`src/sv/tts_pkg.sv`:
```
`default_nettype none

package tts_pkg;

   // Character codes used by the token match and the decimal formatting
   localparam logic [7:0] CH_A       = 8'h41;
   localparam logic [7:0] CH_D       = 8'h44;
   localparam logic [7:0] CH_PERCENT = 8'h25;
   localparam logic [7:0] CH_SEVEN   = 8'h37;
   localparam logic [7:0] CH_SPACE   = 8'h20;
   localparam logic [7:0] CH_ZERO    = 8'h30;

   localparam logic [9:0] VALUE_MAX = 10'd999;

   // Window and output queue sizing
   localparam int WINDOW_DEPTH = 3;
   localparam int MAX_PUSH     = WINDOW_DEPTH + 1;
   localparam int QUEUE_DEPTH  = 8;
   localparam int PTR_W        = $clog2(QUEUE_DEPTH);
   localparam int LEVEL_W      = $clog2(QUEUE_DEPTH + 1);
   localparam int PUSH_W       = $clog2(MAX_PUSH + 1);

   typedef logic [WINDOW_DEPTH-1:0][7:0] digits_type;

   typedef struct packed {
      logic       last;
      logic [7:0] data;
   } entry_type;

   // Results of one request, slot 0 first
   typedef struct packed {
      logic [PUSH_W-1:0]           count;
      logic [MAX_PUSH-1:0][7:0]    data;
      logic [MAX_PUSH-1:0]         last;
   } push_type;

   typedef struct packed {
      logic               space_ok;
      logic [LEVEL_W-1:0] level;
   } status_type;

   // Saturate to 999 and write as space-padded three-digit decimal
   function automatic digits_type format_value(input logic [9:0] raw);
      logic [9:0] v;
      logic [3:0] h;
      logic [6:0] r;
      logic [3:0] t;
      logic [3:0] u;
      digits_type res;
      v = (raw > VALUE_MAX) ? VALUE_MAX : raw;
      h = 4'd0;
      for (int k = 1; k < 10; k++) begin
         if (v >= 10'(k * 100)) h = 4'(k);
      end
      r = 7'(v - 10'(h) * 10'd100);
      t = 4'd0;
      for (int k = 1; k < 10; k++) begin
         if (r >= 7'(k * 10)) t = 4'(k);
      end
      u = 4'(r - 7'(t) * 7'd10);
      res[0] = (v >= 10'd100) ? (CH_ZERO + {4'd0, h}) : CH_SPACE;
      res[1] = (v >= 10'd10)  ? (CH_ZERO + {4'd0, t}) : CH_SPACE;
      res[2] = CH_ZERO + {4'd0, u};
      return res;
   endfunction

endpackage

`default_nettype wire

```
`src/sv/tts_queue.sv`:
```
`default_nettype none

module tts_queue
   import tts_pkg::*;
(
   input  wire logic       clock,
   input  wire logic       reset,
   input  wire push_type   push,
   input  wire logic       out_ready,
   output logic            out_valid,
   output logic [7:0]      out_byte,
   output logic            out_last,
   output status_type      status
);

   entry_type          mem_ff [QUEUE_DEPTH];
   logic [PTR_W-1:0]   wr_ptr_ff, wr_ptr_in;
   logic [PTR_W-1:0]   rd_ptr_ff, rd_ptr_in;
   logic [LEVEL_W-1:0] level_ff, level_in;
   logic               pop;

   // Head of queue drives the response channel
   assign out_valid = (level_ff != '0);
   assign out_byte  = mem_ff[rd_ptr_ff].data;
   assign out_last  = mem_ff[rd_ptr_ff].last;
   assign pop       = out_valid & out_ready;

   assign status = '{space_ok: (level_ff <= LEVEL_W'(QUEUE_DEPTH - MAX_PUSH)),
                     level:    level_ff};

   // Advance pointers and occupancy
   always_comb begin
      wr_ptr_in = wr_ptr_ff + PTR_W'(push.count);
      rd_ptr_in = rd_ptr_ff + PTR_W'(pop);
      level_in  = level_ff + LEVEL_W'(push.count) - LEVEL_W'(pop);
   end

   always_ff @(posedge clock) begin
      if (reset) begin
         wr_ptr_ff <= '0;
         rd_ptr_ff <= '0;
         level_ff  <= '0;
      end else begin
         wr_ptr_ff <= wr_ptr_in;
         rd_ptr_ff <= rd_ptr_in;
         level_ff  <= level_in;
      end
   end

   // Store up to MAX_PUSH entries per cycle
   always_ff @(posedge clock) begin
      for (int i = 0; i < MAX_PUSH; i++) begin
         if (PUSH_W'(i) < push.count) begin
            mem_ff[wr_ptr_ff + PTR_W'(i)] <= '{last: push.last[i], data: push.data[i]};
         end
      end
   end

endmodule

`default_nettype wire

```
`src/sv/template_token_substituter_top.sv`:
```
`default_nettype none

// Token substituter for an outgoing byte stream.
// Request channel (req_*): one segment byte per request, req_last_byte on the
// final byte, plus the channel and temperature values sampled with each byte.
// Response channel (rsp_*): segment bytes with "AD7%" and "ADA%" replaced by
// the value as space-padded three-digit decimal followed by the kept '%'.
// A three-byte window delays the stream: a byte leaves once three newer bytes
// are held, and the final request of a segment flushes the window, giving up
// to four responses with rsp_out_last on the last one.
// Each response is written into the output queue when its request is accepted.
// Throughput: one request per cycle while req_ready is high; the response
// side drains one byte per cycle while rsp_ready is high, so a segment end
// adds up to four bytes at once. An eight-entry output queue parts the two
// sides; req_ready drops while fewer than four entries are free, so a stalled
// receiver holds back requests before the queue overflows and no response is lost.
// Reset empties the window, zeroes its bytes and clears the output queue.
module template_token_substituter_top
   import tts_pkg::*;
(
   input  wire logic       clock,
   input  wire logic       reset,
   input  wire logic       req_valid,
   output logic            req_ready,
   input  wire logic [7:0] req_data_byte,
   input  wire logic       req_last_byte,
   input  wire logic [9:0] req_channel_value,
   input  wire logic [9:0] req_temperature_value,
   output logic            rsp_valid,
   input  wire logic       rsp_ready,
   output logic [7:0]      rsp_out_byte,
   output logic            rsp_out_last
);

   logic [7:0] win_ff [WINDOW_DEPTH];
   logic [7:0] win_in [WINDOW_DEPTH];
   logic [1:0] fill_ff, fill_in;
   logic [7:0] cur    [WINDOW_DEPTH];
   logic       accept;
   logic       is_full;
   logic       token_hit;
   digits_type chan_digits;
   digits_type temp_digits;
   push_type   push;
   status_type status;

   assign req_ready = status.space_ok;
   assign accept    = req_valid & req_ready;
   assign is_full   = (fill_ff == 2'(WINDOW_DEPTH));

   assign chan_digits = format_value(req_channel_value);
   assign temp_digits = format_value(req_temperature_value);

   // Match the token and overwrite the window with the formatted value
   always_comb begin
      token_hit = is_full && win_ff[0] == CH_A && win_ff[1] == CH_D
                  && req_data_byte == CH_PERCENT;
      for (int i = 0; i < WINDOW_DEPTH; i++) begin
         cur[i] = win_ff[i];
         if (token_hit && win_ff[2] == CH_SEVEN) cur[i] = chan_digits[i];
         else if (token_hit && win_ff[2] == CH_A) cur[i] = temp_digits[i];
      end
   end

   // Build the results of this request and the next window
   always_comb begin
      for (int i = 0; i < MAX_PUSH; i++) begin
         push.data[i] = (i < WINDOW_DEPTH && 2'(i) < fill_ff) ? cur[i % WINDOW_DEPTH]
                                                              : req_data_byte;
         push.last[i] = req_last_byte && (2'(i) == fill_ff);
      end
      push.count = '0;
      fill_in    = fill_ff;
      for (int i = 0; i < WINDOW_DEPTH; i++) win_in[i] = win_ff[i];
      if (accept) begin
         if (req_last_byte) begin
            push.count = PUSH_W'(fill_ff) + PUSH_W'(1);
            fill_in    = 2'd0;
            for (int i = 0; i < WINDOW_DEPTH; i++) win_in[i] = 8'd0;
         end else if (is_full) begin
            push.count = PUSH_W'(1);
            for (int i = 0; i < WINDOW_DEPTH - 1; i++) win_in[i] = cur[i + 1];
            win_in[WINDOW_DEPTH-1] = req_data_byte;
         end else begin
            for (int i = 0; i < WINDOW_DEPTH; i++) begin
               if (2'(i) == fill_ff) win_in[i] = req_data_byte;
            end
            fill_in = fill_ff + 2'd1;
         end
      end
   end

   // Hold window and fill level
   always_ff @(posedge clock) begin
      if (reset) begin
         fill_ff <= 2'd0;
         for (int i = 0; i < WINDOW_DEPTH; i++) win_ff[i] <= 8'd0;
      end else begin
         fill_ff <= fill_in;
         for (int i = 0; i < WINDOW_DEPTH; i++) win_ff[i] <= win_in[i];
      end
   end

   tts_queue u_queue (
      .clock     (clock),
      .reset     (reset),
      .push      (push),
      .out_ready (rsp_ready),
      .out_valid (rsp_valid),
      .out_byte  (rsp_out_byte),
      .out_last  (rsp_out_last),
      .status    (status)
   );

   // Queue never holds more than its depth
   a_no_overflow: assert property (@(posedge clock) disable iff (reset)
      status.level <= LEVEL_W'(QUEUE_DEPTH))
      else $error("output queue overflow");

   // Final byte empties and zeroes the window
   a_flush_clears: assert property (@(posedge clock) disable iff (reset)
      accept && req_last_byte |=> fill_ff == 2'd0 && win_ff[0] == 8'd0
      && win_ff[1] == 8'd0 && win_ff[2] == 8'd0)
      else $error("window not cleared after final byte");

   // Non-final byte into a partial window grows it by one
   a_fill_grows: assert property (@(posedge clock) disable iff (reset)
      accept && !req_last_byte && !is_full |=> fill_ff == $past(fill_ff) + 2'd1)
      else $error("window fill did not advance");

   // Nothing is offered right after reset
   a_reset_idle: assert property (@(posedge clock)
      reset |=> !rsp_valid)
      else $error("response valid after reset");

endmodule

`default_nettype wire
```
`config.mk`:
```
export PLATFORM = sky130hd
export DESIGN_NAME = template_token_substituter_top
export DESIGN_NICKNAME = d
export VERILOG_FILES = /design/src/sv/tts_pkg.sv /design/src/sv/tts_queue.sv /design/src/sv/template_token_substituter_top.sv
export SDC_FILE = /design/constraint.sdc
export NUM_CORES = 1
export LEC_CHECK = 0
export ABC_AREA = 1
export BUFFER_PORTS_ARGS = -buffer_cell sky130_fd_sc_hd__buf_2
export CORE_ASPECT_RATIO = 1.5
export CORE_MARGIN = 2
export CORE_UTILIZATION = 45
export DETAILED_ROUTE_END_ITERATION = 7
export PLACE_DENSITY_LB_ADDON = 0.12
export SLEW_MARGIN = 15
export SYNTH_ARGS = -nofsm -noshare
export SYNTH_HDL_FRONTEND = slang
export SYNTH_SLANG_ARGS = --single-unit
export TNS_END_PERCENT = 10
```
`constraint.sdc`:
```
create_clock -name clock -period 8.6 [get_ports clock]
set_input_delay 1.72 -clock clock [delete_from_list [all_inputs] [get_ports clock]]
set_output_delay 1.72 -clock clock [all_outputs]
set_load 0.05 [all_outputs]
```
==> results of run 1 <==
Yosys cell counts (all sizes together), types with 5 or more instances:
cell type and instances:
o221ai 17, nor2 213, a21oi 109, inv 158, nand3 56, o21ai 204, edfxtp 72, a22oi 8
o21bai 6, a31oi 16, dfxtp 36, nand2 279, nor4 10, xnor2 8, o22ai 16, clkbuf 45
fa 6, clkinv 10, nand4 9, xor2 8, o211ai 17, ha 27, a211oi 14, or2 5
buf 8, nor3 16
per-layer routing:
layer / vias up / global-route usage [%] / routed length, um
met5: - / 0 / 0
met3: 146 / 4.70 / 2760
met2: 501 / 59.1 / 18300
met4: 0 / 22.3 / 2760
met1: 4541 / 37.5 / 12700
li1: 4744 / - / -
critical path, delay by kind of cell:
family | cells | cell delay (ns)
compound gates | 10 | 1.34
buf+inv | 7 | 0.68
simple gates | 20 | 2.14
fa+ha+maj | 4 | 1.18
layout make-up:
type	instances	area, sq um	share of cell area, %
Sequential cell	108	2880	29.0
Tap cell	264	330	3.32
Clock inverter	5	28.8	0.289
Timing Repair Buffer	50	268	2.69
Multi-Input combinational cell	1057	5570	56.0
Inverter	168	633	6.37
Clock buffer	11	233	2.34
power breakdown:
group	leakage (nW)	internal, W	switching [W]
sequential	0.946	0.000635	0.0000343
combinational	3.03	0.000358	0.000844
clock	0.123	0.000195	0.000199
total	4.10	0.00119	0.00108
registers in the layout, indices dropped and copies added, names as in the netlist:
register,flops
fill_ff,2
u_queue.level_ff,4
u_queue.mem_ff,72
u_queue.rd_ptr_ff,3
u_queue.wr_ptr_ff,3
win_ff,24
kinds of logic (layout without fill, tap and decap cells):
family | Yosys count | in the layout | share of synthesized area, %
compound gates | 418 | 418 | 26.1
simple gates | 590 | 590 | 27.2
buf+inv | 221 | 234 | 9.10
fa+ha+maj | 33 | 33 | 4.93
flops | 108 | 108 | 31.1
xor+xnor | 16 | 16 | 1.59
metrics by stage:
step	cell area, sq um	utilization (%)	power (W)	hold WS [ns]	setup WS, ns
detailed placement	9680	47.6	0.00187	0.473	1.41
finish	9950	48.9	0.00226	0.484	1.73
floorplan	9280	-	0.00153	0.457	2.32
global route	9950	48.9	0.00241	0.507	1.17
CTS	9950	48.9	0.00225	0.482	1.79
global placement	9680	47.6	0.00186	0.467	1.51
path summary, 6_finish.rpt:
check | startpoint | endpoint | slack (ns) | cells after the start
max reg2reg | fill_ff[1] | u_queue.mem_ff[3][1] | 4.35 | 11
max | req_temperature_value[6] | u_queue.mem_ff[7][2] | 1.73 | 41
min reg2reg | win_ff[0][11] | win_ff[0][11] | 0.48 | 2
min | win_ff[0][11] | win_ff[0][11] | 0.48 | 2
==> results.md, run 1 <==
- RSZ-0062 raised after global routing: no
- Tmin final: 6.87 ns
- TritonCTS Buffers: 9
- Core Region: 20300 sq um
- Share of post-route cells with drive strength above 1: 8.79%
- Tcrit/Tclk final: 79.8%
- Status: complete, but fails checks
- Number of synthesized register bits: 108
- Site Rows: 64
- Number of global-route vias before repair: 9645
- Critical path endpoint category: flop
- Total wire length: 36500 um
- Wire per inst: 22.0 um
- WP data required: 8.78 ns
- Max_cap viols: 0
- Skew-Pair Late Insertion Delay: 0.36 ns
- Max-slew violation count: 0
- Layout area overhead: 7.14%
- Area leader, netlist: edfxtp_1
- Global route overflow: 0
- Failing checks: design-rule violations
- Sink Count: 108
- EDFF count, synth: 72
- Crit-path max cell delay: 0.48 ns
- DRT Pass-1 Iters: 8
- Htree depth: 3
- Die footprint: 21800 sq um
- P_leak: 4.10 nW
- Most frequent cells in the layout: nand2_1 (257), nor2_1 (207), o21ai_0 (165)
- First-pass GRT wire length: 56000 um
- Die Height: 180 um
- Fill cells: 2155
- Crit path max-delay cell type: fa_1
- CTS tree: built
- RD Place Congestion: 1.02
- Final std cells w/o fill: 1663
- Largest cells by area after synthesis: edfxtp_1 (23%), nand2_1 (10%), o21ai_0 (8.9%)
- Peak VDD IR: 0.000102 V
- Syn_nets: 1452
- Tot GR Track Use: 33.8%
- Ports: 44
- Vias per cell: 5.97
- Die X: 121 um
- Post-Synthesis Cells: 1386
- Starting Density: 45.6%
- Post-Syn Area: 9280 sq um
- I/O Buffers: 43
- Antenna violations before repair: 0
- Clock-pin slew on the worst setup and hold paths: 0.07 ns
- Post-synth top area share: 23.3%
- Worst Tran Pin Value: 1.23 ns
- Post-CTS setup buffer count: 0
- Ys flop type: edfxtp_1
- Yosys Warn Count: 0
- Placed Cells: 1647
- CTS Hold Bufs: 0
- # setup viols final: 0
- Seq/Total Area, Yosys: 31.1%
- Worst-path fanout max: 8
- Fin. Hold Viols: 0
- Final TNS setup: 0 ns
- Commonest non-fill, non-tap cell in the layout: nand2_1
- Nets: 1460
- PwrDens: 228 nW/um^2
- Post-route ant nets: 0
- Synth async-reset ratio: 0%
- CTS resizes: 0
- CTS max path bufs: 2
- Remaining routing DRC violations: 2
- Diodes inserted: 0
- Post-synthesis cell type count: 56
- Slew HR: 17.7%
- Critical Path Start Type: input pin
- HPWL Detailed: 27400 um
- Routed vias: 9932
- Largest net degree at the start of global routing: 38
- Crit Path Category: in -> reg
- Avg Cell Area, Syn: 6.70 sq um
- Hold Crit Class: reg -> reg
- CTS root buffer: clkbuf_16
- CP dominant cell by count: nand2_1
- Fmax: 0.146 GHz
- DRT iter0 DRCs: 1062
- Max Clock Skew: 0.00907 ns
- Worst EP arrival: 7.04 ns
Note: power is estimated with default switching activity, not from simulation.
==> inputs of run 2 (changes only) <==
Settings changed: ABC_AREA 1 to 0.
Clock period 8.6 ns to 5.95 ns, I/O delays scaled along.
==> run 2 against run 1 <==
  * The run now ends clean
  * Setup slack worse by 1.5 ns
  * Sequential cell count unchanged
  * Count of clock-buffer cells in the layout fell by 1
  * Hold slack got worse by 0.017 ns
  * Sequential share of layout area decreased by 2.6 points
  * Critical path type unchanged
  * Critical endpoint is now u_queue.mem_ff[2][2]
==> results.md, run 2 <==
- Status: finished clean
- Largest reg by FF count: u_queue.mem_ff
- Global route overflow: 0 (unchanged)
- Ys flop type: edfxtp_1
- Max FFs per register: 72 (unchanged)
- Post-route ant nets: 0 (unchanged)
- Crit path max-delay cell type: fa_1
- Die Height: 181 um (+0.57%)
- Skew-Pair Late Insertion Delay: 0.37 ns (about the same)
- Seq/Total Area, Yosys: 30.7% (-0.36 points)
- RSZ-0062 raised after global routing: yes
- Syn_nets: 1263 (-13%)
- Starting Density: 46.0% (+0.35 points)
- Total wire length: 33900 um (-7.2%)
- Avg Cell Area, Syn: 7.85 sq um (+17%)
- Die X: 122 um (+0.56%)
- EDFF count, synth: 72 (unchanged)
- Largest net degree at the start of global routing: 37 (-2.6%)
- Worst Tran Pin Value: 1.23 ns (+0.000640 ns)
- DRT iter0 DRCs: 1002 (-5.6%)
- CTS root buffer: clkbuf_16
- Slew HR: 17.9% (+0.15 points)
- Number of synthesized register bits: 108 (unchanged)
- Site Rows: 64 (unchanged)
- Share of post-route cells with drive strength above 1: 19.3% (+10 points)
- Vias per cell: 6.19 (+3.7%)
- Area leader, netlist: edfxtp_1
- Remaining routing DRC violations: 0 (-2)
- Clock-pin slew on the worst setup and hold paths: 0.08 ns (about the same)
- Routed vias: 9671 (-2.6%)
- Crit Path Category: in -> reg
- Post-synth top area share: 23.0% (-0.27 points)
- Sum of buffers and inverters on the critical path: 4 (-3)
- CP dominant cell by count: a21oi_1
- Synth async-reset ratio: 0% (unchanged)
- PwrDens: 282 nW/um^2 (+24%)
- Post-Syn Area: 9390 sq um (+1.2%)
- Max_cap viols: 0 (unchanged)
- Tcrit/Tclk final: 95.8%
- Max Clock Skew: 0.0164 ns (+0.00734 ns)
- CTS max path bufs: 2 (unchanged)
- Ports: 44 (unchanged)
- Fill cells: 1995 (-7.4%)
- Sink Count: 108 (unchanged)
- Critical path endpoint category: flop
- Peak VDD IR: 0.000143 V (+40%)
- Worst EP arrival: 5.78 ns (-1.26 ns)
- Commonest non-fill, non-tap cell in the layout: nor2_1
- CTS Hold Bufs: 0 (unchanged)
- Largest regs: u_queue.mem_ff x72, win_ff x24, u_queue.level_ff x4
- Multiplexer area fraction after synthesis: 6.94% (+6.9 points)
- Post-synthesis simple-gate area fraction: 23.7% (-3.5 points)
- Core Region: 20400 sq um (+0.39%)
- RD Place Congestion: 1.02 (+0.24%)
- Wire per inst: 21.7 um (-1.2%)
- Layout area overhead: 16.3%
- # setup viols final: 0 (unchanged)
- Tot GR Track Use: 30.8% (-3.0 points)
- DP Area: 10500 sq um (+8.4%)
- Compound-cell area share of the yosys netlist: 25.9% (-0.17 points)
- Top-count cell post-synth: nor2_1
- P_leak: 4.06 nW (-0.79%)
- CTS tree: built
- Largest family of logic cells by synthesized area: compound AO/OA/AOI/OAI gates
- Largest cells by area after synthesis: edfxtp_1 (23%), nor2_1 (8.5%), dfxtp_1 (7.7%)
- DP Worst Slack: -0.384 ns (-1.80 ns)
- Max-slew violation count: 0 (unchanged)
- Critical Path Start Type: input pin
- WP data required: 6.03 ns (-2.75 ns)
- Die footprint: 22100 sq um (+1.1%)
- Fin. Hold Viols: 0 (unchanged)
- XOR/XNOR Fraction of Synth Area: 2.07% (+0.47 points)
- Hold Crit Class: reg -> reg
- Fmax: 0.176 GHz
- Post-synthesis cell type count: 94 (+68%)
- TritonCTS Buffers: 9 (unchanged)
- Htree depth: 3 (unchanged)
- Post-Layout Inst Area: 10900 sq um (+9.8%)
- Nets: 1359 (-6.9%)
- Largest delay contributor family on the critical path: compound AO/OA/AOI/OAI gates
- Top cells by count, synth: nor2_1 (212), nand2_1 (128), a21oi_1 (99)
- DRT Pass-1 Iters: 6 (-2)
- Yosys Warn Count: 0 (unchanged)
- Tmin final: 5.70 ns
- First-pass GRT wire length: 51400 um (-8.1%)
- Adder-cell area share of the yosys netlist: 5.20% (+0.26 points)
- Post-route setup slack: 0.253 ns (-1.48 ns)
- Crit-path max cell delay: 0.45 ns (-0.03 ns)
- Number of global-route vias before repair: 8933 (-7.4%)
- Diodes inserted: 0 (unchanged)
- HPWL Detailed: 26300 um (-4.2%)
- Worst-path fanout max: 8 (unchanged)
- Post-Synthesis Cells: 1197 (-14%)
- I/O Buffers: 43 (unchanged)
- Most frequent cells in the layout: nor2_1 (212), nand2_1 (128), buf_4 (113)
- Antenna violations before repair: 0 (unchanged)
-- run 2: changes by cell type in the layout (fill, tap and decap cells not counted), moves of 18 or more --
cell	delta
nand2_1	-129
buf_4	+106
inv_1	-104
o21ai_0	-84
nand3_1	-27
nor3_1	+23
or3_1	+19
mux4_2	+18
-- run 2: path summary, 6_finish.rpt --
check	startpoint	end	slack, ns	cells past startpoint
setup reg to reg	fill_ff[1]	u_queue.mem_ff[2][4]	1.80	12
hold / removal	win_ff[0][1]	win_ff[0][1]	0.47	2
setup / recovery	req_temperature_value[4]	u_queue.mem_ff[2][2]	0.25	25
hold reg to reg	win_ff[0][1]	win_ff[0][1]	0.47	2
-- run 2: metal layers --
metal	up-vias	part of all wire [%]	GRT usage, %
met3	117	6.2	3.98
met4	0	5.6	15.7
met2	457	53	56.2
met1	4492	36	34.1
met5	-	0	0
li1	4605	-	-
-- run 2: cell families after synthesis --
family                   Yosys count
adder cells (fa/ha/maj)           36
AO/OA/AOI/OAI                    374
XOR/XNOR                          20
buffers and inverters            122
flip-flops                       108
AND/OR/NAND/NOR                  497
multiplexers                      40
-- run 2: report_power, final --
part | switching, W | total, W | internal, W
registers | 0.0000479 | 0.000928 | 0.000880
clock network | 0.000279 | 0.000648 | 0.000369
logic | 0.000876 | 0.00150 | 0.000626
total | 0.00120 | 0.00308 | 0.00187
-- run 2: worst min-delay path, stage by stage, from the launching register on --
cell and delay [ns]:
dfxtp_1 0.33, nand2_1 0.06, nand2_1 0.04
-- run 2: repair_timing --
action,in CTS,in global routing
gates resized for setup,0,14
endpoints found under the setup margin,0,18
setup buffers,0,1
-- run 2: cell type report --
class                      count  area, sq um  area share, %
tap                          264          330           3.03
clock inverter                 6         88.8          0.814
inverter                      49          184           1.68
timing repair buffer         158         1100           10.1
sequential                   108         2880           26.4
clock buffer                  10          229           2.10
multi-input combinational    967         6100           55.9
-- run 2: through the flow --
stage               power (W)  hold WS [ns]  std cells  TNS (ns)  utilization, %
floorplan             0.00197         0.431       1197         0               -
global placement      0.00241         0.449       1544     -3.11            51.4
detailed placement    0.00243         0.455       1544     -4.93            51.4
CTS                   0.00306         0.465       1560         0            53.0
global route          0.00324         0.492       1562    -0.172            53.5
finish                0.00308         0.467       1562         0            53.5
==> inputs of run 3 (changes only) <==
Settings changed: CORE_UTILIZATION 45 to 40.
==> run 3 against run 2 <==
  * Clock skew is 0.0053 ns lower
  * First-iteration DRC count down 20%
  * Final cell count up 3.5%
  * Sequential power about the same
  * Total power decreased by 0.31%
  * Design area rose by 0.69%
  * Critical path depth is the same
  * Fmax is 0.85% higher
  * Largest cell class unchanged
  * Clock power shrank 3.2%
  * Utilization is 5.8 points lower
==> results.md, run 3 (same netlist as run 2, synthesis figures left out) <==
- Status: finished clean
- Remaining routing DRC violations: 0 (unchanged)
- Skew-Pair Late Insertion Delay: 0.38 ns (about the same)
- Critical path endpoint category: flop
- Critical Path Start Type: input pin
- Worst-path fanout max: 8 (unchanged)
- Internal: 0.00184 W (-1.9%)
- RD Place Congestion: 1.01 (-1.6%)
- Net switching power: 0.00123 W (+2.1%)
- Fmax: 0.177 GHz (+0.85%)
- Fill cells: 2376 (+19%)
- CTS root buffer: clkbuf_16
- Sw frac: 40.0% (+0.96 points)
- HPWL Detailed: 27500 um (+4.6%)
- First-pass GRT wire length: 54300 um (+5.5%)
- Die Height: 192 um (+5.9%)
- Largest reg by FF count: u_queue.mem_ff
- Post-route ant nets: 0 (unchanged)
- Crit-path max cell delay: 0.41 ns (-0.04 ns)
- Ports: 44 (unchanged)
- Global route overflow: 0 (unchanged)
- DRT Pass-1 Iters: 5 (-1)
- Largest delay contributor family on the critical path: compound AO/OA/AOI/OAI gates
- Total wire length: 35500 um (+4.7%)
- Max_cap viols: 0 (unchanged)
- CTS max path bufs: 2 (unchanged)
- Max FFs per register: 72 (unchanged)
- P_leak: 4.08 nW (+0.43%)
- CTS tree: built
- DP Area: 10600 sq um (+0.89%)
- Diodes inserted: 0 (unchanged)
- Crit Path Category: in -> reg
- Htree depth: 3 (unchanged)
- Sink Count: 108 (unchanged)
- Layout area overhead: 17.1%
- Sum of buffers and inverters on the critical path: 5 (+1)
- # setup viols final: 0 (unchanged)
- Routed vias: 9537 (-1.4%)
- PwrDens: 279 nW/um^2 (-0.99%)
- DRT iter0 DRCs: 805 (-20%)
- Clock-pin slew on the worst setup and hold paths: 0.07 ns (about the same)
- Flop pwr share: 30.2% (about the same)
- Slew HR: 26.9% (+9.0 points)
- Max Clock Skew: 0.0111 ns (-0.00526 ns)
- CP dominant cell by count: inv_1
- Tmin final: 5.65 ns (-0.0481 ns)
- Die footprint: 24700 sq um (+12%)
- Worst Tran Pin Value: 1.07 ns (-0.160 ns)
- Number of global-route vias before repair: 9305 (+4.2%)
- Share of post-route cells with drive strength above 1: 19.5% (+0.26 points)
- Wire per inst: 22.0 um (+1.2%)
- I/O Buffers: 43 (unchanged)
- Tcrit/Tclk final: 94.9% (-0.81 points)
- Peak VDD IR: 0.000179 V (+26%)
- Antenna violations before repair: 1 (+1)
- Most frequent cells in the layout: nor2_1 (211), nand2_1 (128), buf_4 (116)
- Overall power: 0.00307 W (-0.31%)
- Max-slew violation count: 0 (unchanged)
- Critical R2R Launch: fill_ff[1]
- HP Start: win_ff[0][0]
- Worst EP arrival: 5.77 ns (about the same)
- Core Region: 23100 sq um (+13%)
- Clk pwr share: 20.4% (-0.7 points)
- Fin. Hold Viols: 0 (unchanged)
- Nets: 1362 (+0.22%)
- Hold Crit Class: reg -> reg
- Site Rows: 68 (+6.3%)
- Starting Density: 40.7% (-5.3 points)
- Tot GR Track Use: 29.2% (-1.6 points)
- CP Launch Point: req_temperature_value[4]
- Vias per cell: 5.90 (-4.7%)
- Largest net degree at the start of global routing: 37 (unchanged)
- Commonest non-fill, non-tap cell in the layout: nor2_1
- Comb pwr share: 49.4% (+0.6 points)
- WP data required: 6.07 ns (+0.04 ns)
- Largest regs: u_queue.mem_ff x72, win_ff x24, u_queue.level_ff x4
- Crit path max-delay cell type: fa_1
- Post-Layout Inst Area: 11000 sq um (+0.69%)
- Die X: 129 um (+5.9%)
- TritonCTS Buffers: 9 (unchanged)
[run 3: cell types whose count changed in the layout (fill, tap and decap cells not counted), moves of 2 or more]
| cell | before | now |
|---|---|---|
| o21ai_0 | 81 | 78 |
| a31oi_2 | 4 | 1 |
| o21ai_1 | 18 | 21 |
| buf_4 | 113 | 116 |
| clkinv_2 | 0 | 2 |
| a31oi_1 | 32 | 35 |
[run 3: tightest hold or removal path, stage by stage, from the launching register on]
cell and delay (ns):
dfxtp_1 0.32, nand2_1 0.05, o21ai_1 0.05
[run 3: final cells by class]
class | instances | area, sq um | share of cell area [%]
multi-input combinational | 967 | 6110 | 55.5
sequential | 108 | 2880 | 26.2
timing repair buffer | 161 | 1130 | 10.2
tap | 315 | 394 | 3.58
clock buffer | 10 | 239 | 2.17
inverter | 49 | 184 | 1.67
clock inverter | 6 | 62.6 | 0.569
[run 3: worst paths after layout]
path | endpoint | slack, ns | cells past startpoint
worst max-delay path | u_queue.mem_ff[4][3] | 0.30 | 25
worst min-delay path | win_ff[0][0] | 0.47 | 2
worst min register to register | win_ff[0][0] | 0.47 | 2
worst max register to register | u_queue.mem_ff[3][4] | 1.82 | 11
[run 3: metrics by stage]
stage | instances | TNS (ns) | setup WS [ns] | utilization, % | hold WS, ns
5_1_grt | 1616 | -0.00504 | -0.00489 | 47.7 | 0.499
3_3_place_gp | 1599 | -3.17 | -0.231 | 45.9 | 0.460
3_5_place_dp | 1599 | -5.21 | -0.390 | 45.9 | 0.455
2_1_floorplan | 1197 | 0 | 0.00598 | - | 0.431
4_1_cts | 1615 | 0 | 0.162 | 47.3 | 0.469
6_report | 1616 | 0 | 0.301 | 47.7 | 0.468
[run 3: what timing repair did]
item,in CTS,in global routing
hold buffers,0,0
resized for setup,1,17
setup buffers,0,1
setup endpoints to repair,1,24
pin swaps,0,5
[run 3: per-layer routing]
metal,global-route usage [%],part of all wire [%]
met2,53.4,54
met4,15.6,4.8
met1,32.0,36
met3,4.29,5.4
met5,0,0
[run 3: power by group through the flow]
stage / registers, W / clock network (W) / logic [W]
after floorplan: 0.000920 / 0 / 0.00105
after global placement: 0.000941 / 0 / 0.00149
after detailed placement: 0.000943 / 0 / 0.00151
after CTS: 0.000926 / 0.000634 / 0.00151
after global routing: 0.000932 / 0.000657 / 0.00166
final: 0.000926 / 0.000627 / 0.00151
